File: src/design/nct_pkg.sv
// Package for the nested colour tint stack: defaults, action and status codes,
// and the tag match bundle. No dependencies.
`default_nettype none
package nct_pkg;
  localparam int TableEntriesDef = 16;
  localparam int NestDepthDef    = 64;
  localparam int MaxIdxW         = 6;

  localparam logic [31:0] ALL_ONES = 32'hFFFF_FFFF;

  localparam logic [2:0] ACT_SET   = 3'd0;
  localparam logic [2:0] ACT_CLEAR = 3'd1;
  localparam logic [2:0] ACT_ENTER = 3'd2;
  localparam logic [2:0] ACT_LEAVE = 3'd3;
  localparam logic [2:0] ACT_COLOR = 3'd4;

  localparam logic [1:0] STS_OK   = 2'd0;
  localparam logic [1:0] STS_FULL = 2'd1;
  localparam logic [1:0] STS_OVF  = 2'd2;
  localparam logic [1:0] STS_UNF  = 2'd3;

  typedef struct packed {
    logic               hnd_hit;
    logic [MaxIdxW-1:0] hnd_idx;
    logic               free_hit;
    logic [MaxIdxW-1:0] free_idx;
    logic               node_hit;
    logic [MaxIdxW-1:0] node_idx;
  } tag_match_t;
endpackage
`default_nettype wire

File: src/design/nct_tag_match.sv
// Tag table comparators, one per entry, merged into first-hit indexes.
// Depends on nct_pkg.
`default_nettype none
module nct_tag_match
  import nct_pkg::*;
#(
  parameter int TABLE_ENTRIES = TableEntriesDef
) (
  input  wire logic [31:0] handles [TABLE_ENTRIES],
  input  wire logic [31:0] nodes   [TABLE_ENTRIES],
  input  wire logic [31:0] key_handle,
  input  wire logic [31:0] key_node,
  output tag_match_t       match
);
  // Walking downward lets the lowest matching entry win.
  always_comb begin
    match = '0;
    for (int i = TABLE_ENTRIES - 1; i >= 0; i--) begin
      if (handles[i] == key_handle) begin
        match.hnd_hit = 1'b1;
        match.hnd_idx = MaxIdxW'(i);
      end
      if (handles[i] == 32'd0) begin
        match.free_hit = 1'b1;
        match.free_idx = MaxIdxW'(i);
      end
      if (key_node != 32'd0 && nodes[i] == key_node) begin
        match.node_hit = 1'b1;
        match.node_idx = MaxIdxW'(i);
      end
    end
  end
endmodule
`default_nettype wire

File: config.mk
export PLATFORM = sky130hd
export DESIGN_NAME = nct_tag_match
export DESIGN_NICKNAME = d
export VERILOG_FILES = /design/src/design/nct_pkg.sv /design/src/design/nct_tag_match.sv
export SDC_FILE = /design/constraint.sdc
export NUM_CORES = 1
export LEC_CHECK = 0
export BUFFER_PORTS_ARGS = -buffer_cell sky130_fd_sc_hd__buf_4
export CORE_AREA = 10 10 423 425
export DETAILED_ROUTE_END_ITERATION = 8
export DIE_AREA = 0 0 433 435
export SLEW_MARGIN = 30
export SYNTH_ARGS = -nofsm -noshare
export SYNTH_HDL_FRONTEND = slang
export SYNTH_SLANG_ARGS = --single-unit
File: constraint.sdc
create_clock -name vclk -period 3.8
set_clock_uncertainty 0.2 [all_clocks]
set_input_delay 0.19 -clock vclk [all_inputs]
set_output_delay 0.19 -clock vclk [all_outputs]
set_load 0.005 [all_outputs]
== After elaboration in Yosys (flattened, before gate mapping) ==
Index checks and enable logic that the tools add are counted.

* Output and inout bits: 21
* Register bits after elaboration: 0
* Logic and storage cells: 113

* Reduce and logical (&&, ||, !) cells: 33
* Equal/unequal tests: 32
* Multiplexer cells: 48

{| class="wikitable"
|+ Operators by type and width
! operator !! number
|-
| == test 32 bit || 32
|-
| zero test 32 bit || 16
|-
| 2-to-1 mux 7 bit || 48
|-
| nonzero test 32 bit || 1
|-
| logical AND 1 bit || 16
|}

== Logic depth before layout (Yosys ltp) ==
* Word-level depth: 18
* Mapped depth: 12
* Gate-level depth less buffers: 10

== Least setup slack after synthesis ==
OpenSTA, ideal clock, no wires.

* Kind: input -> output
* Start: input port key_node[8]
* End: output port match[3] in the netlist's numbering
* Data required time: 3.410 ns
* Setup slack: 1.507 ns
* Arrival time: 1.903 ns
* Stages on the path: 9
* Cell sequence: buf_2 -> nor4_1 -> nand4_1 -> nor2_4 -> nor3_1 -> nand2b_1 -> or3_1 -> nor3_2 -> and2b_1

{| class="wikitable"
|+ RTL lines
! what !! line !! source
|-
| start, declared || nct_tag_match.sv:12 || <nowiki>input wire logic [31:0] key_node,</nowiki>
|-
| end, declared || nct_tag_match.sv:13 || <nowiki>output tag_match_t match</nowiki>
|}

==> impl_summary.md <==
Worst setup path
The number of buffers and inverters on the critical path is 3. The cell family contributing the most delay on the critical path is simple AND/OR/NAND/NOR gates. The data arrival time of the critical path is 3230 ps. The largest single stage delay on the critical path is 600 ps. Of all nets on the critical path, the largest fanout is 11. The kind of critical path is in -> out. For this design, the slowest cell found on the critical path is nor4_1.

The critical path goes through buf_4, buf_4, xor2_1, nor4_1, nand4_1, or3_1, nand2_1, o21ai_1, a311oi_1, buf_4. The worst setup path is captured at an output pin. The startpoint kind of the worst setup timing path is an input pin. The most numerous cell on the critical path is buf_4. For the worst setup path, the data required time is 3410 ps.

Synthesis
The cell taking the most area after synthesis is xor2_1. The synthesized area is 13700 sq um. The post-synthesis cell count is 1794. The fraction of post-synthesis cell area in the top cell type by area is 47.1%. The synthesized netlist contains 37 unique library cells. Ranked by total cell area, the synthesized netlist is headed by xor2_1 47%, xnor2_1 18%, nor4_1 15%. The Yosys step of the flow raised 0 warnings. The part of the Yosys area used for sequential elements is 0%.

Dividing the synthesized area by the synthesized cell count gives 7.64 sq um.

CTS
The number of buffers inserted by post-CTS setup repair is 0. For this design, the CTS-stage hold fixing added 0 buffers.

Place
The total placed instance area is 24800 sq um. The final weighted congestion of routability-driven global placement is 0.994. Detailed placement ended at an HPWL of 136 mm. Buffers placed on the I/O ports in this run total 1103. Timing analysis after detailed placement gives a worst setup slack of -329 ps.

Pwr
The peak supply drop is 0.0741 mV. In this run the power density over the cells is 117 nW/um^2. Summed over all cells, the static leakage comes to 10.1 nW.

Layout
The multi-input gate area in the final layout is 12800 sq um. The layout has 0 clock buffers. The final layout contains a sequential cell count of 0. Of the cells placed in the final design, the portion with a size suffix greater than 1 is 42.8%. The filler cells instantiated in the layout total 19600. The number of nets in the layout is 3968.

Once layout is complete, the utilization of the core stands at 14.5%. The area growth from synthesis to layout is 81.2%. The sequential cells in the finished layout cover a total of 0 sq um. The final standard cell area without fillers is 24800 sq um.

Timing
The post-route worst hold slack is 825 ps. The final worst slack is 181 ps. The fmax is 0.276 GHz. The final hold violation count was 0. The final-report max-slew violation count is 0. The worst path uses 95.2% of the clock period. The pin slew with the least headroom to its limit is 855 ps. The count of endpoints failing setup in the final report is 0.

Setup repair after global routing left no endpoint under its margin. Headroom to the max-slew limit came out at 42.5%. The clock period minus worst slack is 3620 ps. The total negative setup slack is 0 ps.

Detailed routing
The post-detailed-route DRC marker count is 0. The number of detailed-routing iterations run before antenna repair is 7. The via density per instance is 3.90.

After detailed routing, the total wire length is 153 mm. In the final routed layout, each cell accounts on average for 29.9 um. The count of nets left with antenna violations after detail routing is 0. The count of vias placed by the detailed router is 20000.

The detailed router's first-iteration violation count is 1627.

Global routing
Entering global routing, the biggest net connects 18 pins. The global-route wire length before repair is 198 mm. The global-route usage over all layers is 15.2%.

Global routing finished with a remaining overflow of 0. The via count of the first global-routing pass is 21900. The initial antenna violation count came to 31.

Floorplanning
The die is 433 um wide. The vertical die dimension is 435 um. The number of rows created at floorplan is 152. The count of pins on the block boundary is 1109. The core region is 171000 sq um. The initial core utilization is 8.03%. The total die area is 188000 sq um.

Job
The number of maximum-capacitance constraint violations is 0.

Run status
The flow ran to the end, and the final reports show no timing, DRC or antenna violations.

Hold path
In this run the worst hold path is classified as in -> out.
[cell families after synthesis]
kind of cell | share of synthesized area, %
AND/OR/NAND/NOR | 26.1
XOR/XNOR | 65.5
other | 0.0274
AO/OA/AOI/OAI | 1.53
buffers and inverters | 6.92
[cells in the final DEF, fill, tap and decap left out, types with 3 or more instances in the layout]
cell type / count
a21oi_1: 14
buf_4: 1213
conb_1: 6
diode_2: 17
inv_1: 6
nand2_1: 21
nand2b_1: 3
nand3_1: 3
nand4_1: 152
nor2_1: 42
nor3_1: 12
nor3_2: 3
nor4_1: 330
nor4_2: 11
o21ai_0: 6
o21ai_1: 3
or2_2: 3
or3_1: 7
xnor2_1: 288
xor2_1: 736
[layer usage]
metal	track usage, %	wire [um]	vias to the layer above	part of all wire, %
li1	-	-	8518	-
met1	15.0	50800	9608	33
met4	8.41	10200	4	6.7
met5	0	21	-	0.014
met2	29.2	81000	1459	53
met3	2.98	11300	410	7.4
[final cells by class]
type	instances	area share, %
Inverter	6	0.0907
Tap cell	2233	11.3
Antenna cell	17	0.171
Timing Repair Buffer	1214	36.8
Multi-Input combinational cell	1658	51.7
[report_power, final]
group	internal [W]	total (W)	switching (W)
Combinational	0.00136	0.00291	0.00155
Sequential	0	0	0
Clock	0.000000000608	0.000000000608	0
Total	0.00136	0.00291	0.00155
[final timing paths]
kind,cells past startpoint,from,slack (ps),to
worst max-delay path,10,key_node[8],180,match[1]
worst min-delay path,7,handles[399],830,match[8]
[cell usage after synthesis (6+ instances only)]
| master | number |
|---|---|
| a21oi_1 | 14 |
| buf_2 | 44 |
| buf_4 | 23 |
| buf_6 | 34 |
| clkbuf_1 | 32 |
| inv_1 | 6 |
| nand2_1 | 21 |
| nand4_1 | 152 |
| nor2_1 | 42 |
| nor3_1 | 12 |
| nor4_1 | 339 |
| o21ai_0 | 6 |
| or3_1 | 7 |
| xnor2_1 | 288 |
| xor2_1 | 736 |
[per-stage QoR]
step / total power [W] / instances
2_1_floorplan: 0.00114 / 1799
3_3_place_gp: 0.00289 / 5111
3_5_place_dp: 0.00287 / 5111
4_1_cts: 0.00289 / 5111
5_1_grt: 0.00304 / 5124
6_report: 0.00291 / 5128
[what timing repair did]
item / in CTS / in global routing
pin swaps: 1 / 0
gates resized for setup: 2 / 1
setup endpoints to repair: 4 / 1
hold endpoints to repair: 0 / 0
(Power assumes the default switching activity.)
