### src/design/nct_lane.sv
// One 8-bit colour channel: product of two channels divided by 255, floored.
// Depends on nothing.
`default_nettype none
module nct_lane (
  input  wire logic [7:0] x,
  input  wire logic [7:0] y,
  output logic      [7:0] q
);
  logic [15:0] prod;
  logic [16:0] sum;

  // For products up to 255*255 this add-and-shift equals floor(p / 255).
  assign prod = x * y;
  assign sum  = {1'b0, prod} + 17'd1 + {9'd0, prod[15:8]};
  assign q    = sum[15:8];
endmodule
`default_nettype wire

### config.mk
export PLATFORM = sky130hd
export DESIGN_NAME = nct_lane
export DESIGN_NICKNAME = d
export VERILOG_FILES = /design/src/design/nct_lane.sv
export SDC_FILE = /design/constraint.sdc
export NUM_CORES = 1
export LEC_CHECK = 0
export ABC_CLOCK_PERIOD_IN_PS = 11500
export BUFFER_PORTS_ARGS = -buffer_cell sky130_fd_sc_hd__buf_2
export CORE_MARGIN = 3
export CORE_UTILIZATION = 65
export DETAILED_ROUTE_END_ITERATION = 12
export PLACE_DENSITY_LB_ADDON = 0.05
export SYNTH_ARGS = -nofsm -noshare
export SYNTH_HDL_FRONTEND = slang
export SYNTH_SLANG_ARGS = --single-unit
### constraint.sdc
create_clock -name vclk -period 11.5
set_clock_uncertainty 0.2 [all_clocks]
set_input_delay 0 -clock vclk [all_inputs]
set_output_delay 0 -clock vclk [all_outputs]
set_load 0.02 [all_outputs]
* Yosys cells after proc, flatten, opt, wreduce, memory -nomap -nowiden
Cells that the tools add are included.
** Storage, ports and cells
- Flip-flop bits (word level) :: 0
- Bits in latches :: 0
- Memory bits (writable) :: 0
- Bits in read-only memories :: 0
- Input bits :: 16
- Output and inout bits :: 8
- Logic and storage cells :: 3
- Memories :: 0
** Operators by class
- $add $sub $neg :: 2
- Multipliers :: 1
- Divide/modulo/power cells :: 0
- Magnitude comparators :: 0
- Eq/ne operators :: 0
- Shift operators :: 0
- Muxes and demuxes :: 0
- Bitwise gates (word level) :: 0
- Reductions and logical operators :: 0
** Operators with widths (number)
- adder 16 x 1 -> 16 bit (second input constant) :: 1
- adder 16 x 8 -> 16 bit :: 1
- multiplier 8 x 8 -> 16 bit :: 1

* Logic depth before layout (Yosys ltp)
Gate-level depths: netlist (run 1).
- Depth after elaboration :: 3
- Gate-level depth with buffers :: 25
- Depth with buffers taken out :: 25

* Worst setup path after synthesis (run 1)
Ideal clock, no wire load.
- Path kind :: input port to output port
- Start :: input port x[0]
- End :: output port q[6]
- Data arrival time :: 5390 ps
- Required time :: 11300 ps
- Slack :: 5910 ps
- Cell stages on the path :: 24
- Buffers on the path :: 0
- Cells stage by stage :: nand2_1 fa_1 fa_1 inv_1 fa_1 inv_1 fa_1 inv_1 ha_1 a21oi_1 nand2_1 o21ai_0 nand2b_1 a21oi_1 xnor2_1 ha_1 a21o_1 a211oi_1 and3b_1 a211oi_1 a21oi_1 o31ai_4 nand3_1 xnor2_1
** Between the ends
- Word-level cells in the longest chain between the ends :: 3
** Ends and longest elaborated chain
- start, declared :: line 5 : input wire logic [7:0] x,
- multiplier 8 x 8 -> 16 bit * :: line 13 : assign prod = x * y;
- adder 16 x 1 -> 16 bit :: line 14 : assign sum = {1'b0, prod} + 17'd1 + {9'd0, prod[15:8]};
- adder 16 x 8 -> 16 bit * :: line 14
- end, declared :: line 7 : output logic [7:0] q
Mark *: on every way between the ends. The rest lies on a longest branch, timed or not.

* Worst setup path after layout (run 1)
- Start :: input port y[7]
- End :: output port q[4]
** Between the ends
- Word-level cells in the longest chain between the ends :: 3
** Ends and longest elaborated chain
- start, declared :: line 6 : input wire logic [7:0] y,
- multiplier 8 x 8 -> 16 bit * :: line 13
- adder 16 x 1 -> 16 bit :: line 14
- adder 16 x 8 -> 16 bit * :: line 14
Marks and branches as above.

==> results.toml, run 1 <==
[timing]
setup_slack_ns = 5.28
fin_crit_sh_pct = 54.1
rsz0062_at_grt = "false"
finalMaxSlewViolations = 0
finalHoldViolCount = 0
timing_worst_slew_pin_value_ns = 0.472
fmax_mhz = 161
relSlewSlack_pct = 68.3
setup_viol = 0
min_period_ns = 6.22
setup-tns-final_ns = 0

[hold_path]
hold_depth = 9
hp-start = "x[0]"
min_to = "q[3]"
hold_class = "in2out"

[worst_setup_path]
crit_path_end_kind = "primary output"
critical_path_peak_fanout = 8
cp-startpoint = "y[7]"
criticalPathCategory = "in2out"
start_kind = "input port"
cp_data_arrival_time_ns = 6.02
required_ns = 11.30

[outcome]
outcome = "complete, no violations"

[power_and_ir_drop]
max-vdd-ir-drop_mv = 0.319
internal_power_mw = 0.287
p_comb_share_pct = 100.0
swShare_pct = 59.4
clock_power_share_pct = 0
cellPowerDensity_nw_per_um2 = 261
p_leak_nw = 1.42
p_seq_share_pct = 0
p_switching_mw = 0.421

[die]
initial_core_util_pct = 68.1
core-area_um2 = 3720
fp.dieW_um = 68.4
die_h_um = 68.4
dieArea_um2 = 4680
ioPinCount = 24
row_count = 22

[routing]
avgRoutedWirePerCell_um = 13.8
drc = 0
first_pass_iters = 4
drtIter0Drc = 78
via_per_inst = 5.54
drt-total-wl_um = 5030
via_count = 2022
antenna_left = 0

[finish]
clkbuf_count = 0
seq_cells = 0
fillers = 311
nNetsFinal = 413
regArea_um2 = 0
drive_gt1_share_pct = 10.4
area_growth_pct = 6.92
diodes = 0

[logic_synthesis]
yosys.area.top_type_share_pct = 28.5
syn_nets = 388
synth_top_cell_by_area = "fa_1"
netlist_instances = 294
ys_top_cells_by_count = "inv_1 (58), and2_1 (54), ha_1 (42), fa_1 (36), nand2_1 (17)"
synth.area.top_cells = "fa_1 (28%), ha_1 (21%), and2_1 (13%), inv_1 (8.6%), xnor2_1 (5.2%)"
synth.avg_cell_area_um2 = 8.61
post-synth-top-count-cell = "inv_1"
syn_area_um2 = 2530
synth_warnings = 0
yosysSeqAreaShare_pct = 0
synth_cell_types = 37

[global_routing]
grt_max_degree = 9
grt_pass1_vias = 1949
grtUsageTotal_pct = 23.6
antenna_found_initial = 0
grt_pass1_wl_um = 8680
gr-total-overflow = 0

[run]
cap_viol_max_count = 0

[place]
dp_slack_ns = 5.34
port-buffer-count = 24
dp_hpwl_um = 4400
place.gp.congestion = 0.827

[clock_tree]
ctsResizeCount = 0
post_cts_buffers = 0
cts_hold_buf = 0
==> critical path, stage by stage <==
cell	delay (ns)
buf_2	0.16
nand2_1	0.10
fa_1	0.52
fa_1	0.55
inv_1	0.06
fa_1	0.53
inv_1	0.05
fa_1	0.53
inv_1	0.04
ha_1	0.35
a21oi_1	0.17
nand2_1	0.14
o21ai_0	0.33
nand2b_1	0.09
a21oi_1	0.18
xnor2_1	0.19
ha_1	0.29
a21o_1	0.18
a211oi_1	0.36
and3b_1	0.23
a211oi_1	0.10
o21ai_0	0.32
o31ai_4	0.11
nand3_1	0.12
xnor2_1	0.13
buf_2	0.19
==> worst max path at each step <==
stage               slack [ns]  cells past startpoint   end
floorplan                 5.91                     24  q[6]
global placement          5.52                     26  q[4]
detailed placement        5.34                     26  q[4]
CTS                       5.32                     26  q[4]
global route              4.84                     25  q[4]
finish                    5.28                     26  q[4]
==> power groups by stage <==
| stage | logic, mW | clock network, mW | registers [mW] |
|---|---|---|---|
| after floorplan | 0.557 | 0 | 0 |
| after global placement | 0.701 | 0 | 0 |
| after detailed placement | 0.710 | 0 | 0 |
| after CTS | 0.712 | 0 | 0 |
| after global routing | 0.787 | 0 | 0 |
| final | 0.708 | 0 | 0 |
==> cell type report <==
type	instances	area, µm²	share of cell area (%)
Multi-Input combinational cell	235	2310	85.3
Inverter	58	218	8.04
Tap cell	48	60.1	2.22
Timing Repair Buffer	24	120	4.44
==> layout by cell type, fill, tap and decap left out, drive strengths merged <==
cell     synthesis  routed
xor2             4       4
a211oi           4       4
ha              42      42
nor2             7       7
nor3b            1       1
xnor3            1       1
o31ai            1       1
o221ai           2       2
nand2           17      17
nand4            2       2
a2111oi          1       1
o2111ai          1       1
a31oi            2       2
and3b            1       1
nor2b            2       2
fa              36      36
nand2b           1       1
mux2             1       1
or4b             1       1
xnor2           16      16
a21o             4       4
o21bai           2       2
a41oi            1       1
o2111a           1       1
a21boi           1       1
buf              1      24
nor3             3       3
o2bb2ai          1       1
and3             1       1
nand3            8       8
a21oi           10      10
o21ai            6       6
and2            54      54
inv             58      58
==> cell families (layout without fill, tap and decap cells) <==
kind of cell | Yosys count | count (layout) | synth area share (%)
AND/OR/NAND/NOR | 98 | 98 | 22.3
adder cells (fa/ha/maj) | 78 | 78 | 49.2
buffers and inverters | 59 | 82 | 8.79
AO/OA/AOI/OAI | 37 | 37 | 11.1
XOR/XNOR | 21 | 21 | 8.10
multiplexers | 1 | 1 | 0.445
==> metrics by stage <==
step	cell area [µm²]	std cells	hold WS [ns]	utilization (%)	power, mW
finish	2710	365	0.810	72.9	0.708
global route	2710	365	0.929	72.9	0.787
CTS	2710	365	0.819	72.9	0.712
detailed placement	2710	365	0.816	72.9	0.710
global placement	2710	365	0.817	72.9	0.701
floorplan	2530	294	0.494	-	0.557
==> metal layers <==
layer | vias to the layer above | global-route usage, % | share of wire (%)
li1 | 998 | - | -
met1 | 974 | 34.0 | 45
met2 | 45 | 41.1 | 50
met3 | 5 | 0.657 | 3.8
met4 | 0 | 1.49 | 0.87
met5 | - | 0 | 0
No activity file was read; power rests on OpenSTA's default activity.
==> run 2, diff against run 1 <==
- ABC_AREA: unset -> 1
- ABC_CLOCK_PERIOD_IN_PS: 11500 -> 5080
- CORE_UTILIZATION: 65 -> 59
- clock period: 11.5 -> 5.08 ns (I/O delays scaled with it)
==> run 2 against run 1 <==
Compared with the run above:
- core utilization up 3.4 points
- critical path type unchanged
- largest cell class unchanged
- total power rose to 3.5 times the previous value
- highest routed layer unchanged
- sequential share of layout area unchanged
==> results.toml, run 2 <==
[timing]
setup_slack_ns = 0.187
worst_hold_slack_ns = 0.701
setup_viol = 0
timing_worst_slew_pin_value_ns = 0.416
finalMaxSlewViolations = 0
min_period_ns = 4.89
setup-tns-final_ns = 0
fmax_mhz = 204
finalHoldViolCount = 0
relSlewSlack_pct = 72.2
fin_crit_sh_pct = 96.3

[finish]
final_cell_mix = "nand2_1 (151), inv_1 (142), fa_1 (34), ha_1 (34), buf_4 (31)"
diodes = 0
seq_cells = 0
final_common_cell = "nand2_1"
fin_area_um2 = 3670
drive_gt1_share_pct = 20.5
area_growth_pct = 22.2
nNetsFinal = 629
regArea_um2 = 0
clkbuf_count = 0

[logic_synthesis]
yosys.area_share.adder_pct = 41.5
synth.avg_cell_area_um2 = 5.97
syn_nets = 597
syn_area_um2 = 3000
synth_cell_types = 19
netlist_instances = 503
muxShareOfSynthArea_pct = 0
synth_warnings = 0
ys_top_cells_by_count = "nand2_1 (171), inv_1 (146), ha_1 (42), fa_1 (36), nand3_1 (33)"
synth_top_cell_by_area = "fa_1"
synth_xor_area_share_pct = 2.00
yosys.area.top_type_share_pct = 24.0
synth_compound_area_share_pct = 2.08
post-synth-top-count-cell = "nand2_1"
yosysSeqAreaShare_pct = 0
yosys.area_share.simple_pct = 34.2
synth_top_family_by_area = "adder cells"
synth.area.top_cells = "fa_1 (24%), nand2_1 (21%), inv_1 (18%), ha_1 (17%), nand3_1 (5.5%)"

[outcome]
outcome = "complete, no violations"

[global_routing]
grt_pass1_vias = 2860
grtUsageTotal_pct = 24.5
gr-total-overflow = 0
antenna_found_initial = 0
grt_max_degree = 9
grt_pass1_wl_um = 12300

[place]
place.gp.congestion = 0.902
postPlaceCellArea_um2 = 3300
port-buffer-count = 24
dp_hpwl_um = 5950
dp_slack_ns = -0.158

[worst_setup_path]
cp_data_arrival_time_ns = 4.69
critical_path_peak_fanout = 6
criticalPathCategory = "in2out"
crit_path_end = "q[7]"
required_ns = 4.88
cp-startpoint = "x[3]"
crit_path_end_kind = "primary output"
start_kind = "input port"

[die]
ioPinCount = 24
dieArea_um2 = 5980
die_h_um = 77.4
initial_core_util_pct = 62.4
fp.dieW_um = 77.4
core-area_um2 = 4820
row_count = 25

[routing]
antenna_left = 0
drc = 0
first_pass_iters = 5
avgRoutedWirePerCell_um = 12.4
via_count = 2997
drtIter0Drc = 224
via_per_inst = 5.00
drt-total-wl_um = 7430

[clock_tree]
cts_hold_buf = 0

[power_and_ir_drop]
p_total_mw = 2.45
max-vdd-ir-drop_mv = 0.538
cellPowerDensity_nw_per_um2 = 666
p_leak_nw = 2.44

[run]
cap_viol_max_count = 0

[hold_path]
hold_class = "in2out"
run 2: layer usage:
layer	global-route usage (%)	routed length (µm)	vias up	share of wire, %
met3	0.348	347	6	4.7
met2	44.0	3750	86	50
met1	34.2	3290	1380	44
li1	-	-	1525	-
met4	2.49	47	0	0.63
met5	0	0	-	0
run 2: worst min-delay path by stage:
stage / from / endpoint / slack [ns] / depth (start not counted)
after floorplan: x[0] / q[5] / 0.53 / 9
after global placement: y[0] / q[5] / 0.69 / 10
after detailed placement: y[0] / q[5] / 0.69 / 9
after CTS: y[0] / q[5] / 0.69 / 10
after global routing: y[0] / q[5] / 0.78 / 9
final: y[0] / q[5] / 0.70 / 9
run 2: cells by family (layout without fill, tap and decap cells):
| group | after synthesis | after routing |
|---|---|---|
| and+or+nand+nor | 246 | 246 |
| adders and majority gates | 78 | 78 |
| AOI/OAI and AO/OA | 11 | 11 |
| buffers and inverters | 162 | 192 |
| xor gates and xnor gates | 6 | 6 |
run 2: what timing repair did:
action,4_1_cts,5_1_grt
gates resized for setup,6,91
setup endpoints to repair,8,8
pin swaps,3,31
setup buffers,0,2
run 2: cell type report:
| type | instances | area (µm²) |
|---|---|---|
| repair buffers | 46 | 349 |
| well taps | 67 | 83.8 |
| multi-input cells | 341 | 2690 |
| inverters | 146 | 548 |
| fillers | 403 | 1140 |
run 2: stage by stage:
stage	cells	utilization [%]
floorplan	503	-
global placement	598	68.5
detailed placement	598	68.5
CTS	598	69.4
global route	600	76.2
finish	600	76.2
run 2: power by group:
group,total (mW),internal (mW),switching [mW]
sequential,0,0,0
clock,0,0,0
combinational,2.45,0.979,1.47
total,2.45,0.979,1.47
run 2: worst max-delay path, stage by stage:
cell      delay, ns
buf_4          0.14
buf_4          0.14
nand2_1        0.06
inv_1          0.05
fa_2           0.34
fa_1           0.54
inv_1          0.06
fa_1           0.50
fa_1           0.56
inv_1          0.07
ha_4           0.31
nand2_4        0.07
nor2_4         0.13
nand2_2        0.07
nand3_2        0.09
xor2_2         0.19
ha_1           0.29
a21oi_2        0.15
nor2_1         0.05
a211oi_1       0.21
nand2_1        0.13
nand3_2        0.08
nand2_2        0.07
nand2_1        0.08
nand2_1        0.05
nand2_1        0.05
nand2_1        0.05
buf_4          0.15
==> run 3, diff against run 2 <==
- GPL_TIMING_DRIVEN: unset -> 0
==> run 3 against run 2 <==
Compared with the run above:
- core utilization decreased by 2.2 points
- flip-flop and latch count unchanged
- cell count shrank 2.2%
- via count is 2.7% lower
- non-clock buffer count decreased by 13
- global-route usage decreased by 0.59 points
- maximum frequency increased by 1.5%
- routed wire length down 8.7%
- worst setup slack better by 0.070 ns
- critical path type unchanged
- critical endpoint is now q[1]
- largest cell class unchanged
==> results.toml, run 3 (synthesized netlist as in run 2, its figures left out) <==
[routing]
drt-total-wl_um = 6790
first_pass_iters = 4
drc = 0
drtIter0Drc = 127
antenna_left = 0
via_count = 2916
avgRoutedWirePerCell_um = 11.6
via_per_inst = 4.97

[timing]
setup_viol = 0
relSlewSlack_pct = 70.1
finalHoldViolCount = 0
min_period_ns = 4.82
timing_worst_slew_pin_value_ns = 0.448
fin_crit_sh_pct = 94.9
finalMaxSlewViolations = 0
fmax_mhz = 207

[global_routing]
grtUsageTotal_pct = 23.9
grt_pass1_vias = 2894
grt_max_degree = 9
antenna_found_initial = 0
gr-total-overflow = 0
grt_pass1_wl_um = 12200

[worst_setup_path]
crit_path_end_kind = "primary output"
critPathMaxStageDelay_ns = 0.52
cp-startpoint = "y[2]"
start_kind = "input port"
cp_slowest_cell = "fa_1"
critical_path_peak_fanout = 8
criticalPathCategory = "in2out"
required_ns = 4.88
crit_path_end = "q[1]"
cp_data_arrival_time_ns = 4.62
crit_top_cell = "nand2_1"

[outcome]
outcome = "complete, no violations"

[finish]
nNetsFinal = 616
seq_cells = 0
area_growth_pct = 18.7
diodes = 0
drive_gt1_share_pct = 18.8
final_cell_mix = "nand2_1 (154), inv_1 (138), fa_1 (34)"
final_common_cell = "nand2_1"
clkbuf_count = 0
fin_area_um2 = 3560
regArea_um2 = 0

[place]
port-buffer-count = 8
dp_hpwl_um = 5480
postPlaceCellArea_um2 = 3130
place.gp.congestion = 0.906

[run]
cap_viol_max_count = 0

[die]
ioPinCount = 24
die_h_um = 77.4
dieArea_um2 = 5980
core-area_um2 = 4820
initial_core_util_pct = 62.4
fp.dieW_um = 77.4
row_count = 25

[hold_path]
hold_class = "in2out"
==> run 3: how the worst min path moves through the flow <==
stage,start,endpoint,slack [ns],cells after the start
global placement,y[0],q[5],0.78,10
CTS,x[0],q[5],0.73,10
global route,x[0],q[0],0.84,11
detailed placement,y[0],q[5],0.80,9
floorplan,x[0],q[5],0.53,9
finish,x[0],q[0],0.73,11
==> run 3: stage by stage <==
stage                     setup TNS [ns]  util [%]  std cells  hold WS, ns  worst slack (ns)
after floorplan                        0         -        503        0.529             0.122
after global placement             -2.60      64.9        578        0.784            -0.416
after CTS                              0      67.6        580        0.728           0.00307
after global routing             -0.0627      74.0        587        0.841           -0.0264
final                                  0      74.0        587        0.728             0.257
after detailed placement           -2.99      64.9        578        0.798            -0.466
==> run 3: critical path, delay by kind of cell <==
kind	cells	cell delay (ns)
compound gates	1	0.19
fa+ha+maj	6	2.61
simple gates	16	1.29
buf+inv	6	0.50
==> run 3: routing by layer <==
metal / vias up / wire length, µm / global-route usage (%)
met5: - / 0 / 0
met4: 0 / 8 / 0.890
met3: 2 / 344 / 0.348
met2: 66 / 3330 / 42.8
met1: 1347 / 3110 / 34.1
li1: 1501 / - / -
==> run 3: repair_timing <==
action                     CTS  global route
buffers inserted             2             8
pin swaps                    4            39
setup endpoints to repair    8             8
resized for setup           28           102
hold buffers                 0             0
==> run 3: final cells by class <==
cell class         instances  area [µm²]
well taps                 67        83.8
plain buffers             16         128
repair buffers            17         115
multi-input cells        341        2690
fillers                  419        1250
inverters                146         553
Power of run 3 is not shown: default switching activity piles up to over one toggle a cycle in this logic, so the estimate is an artifact.
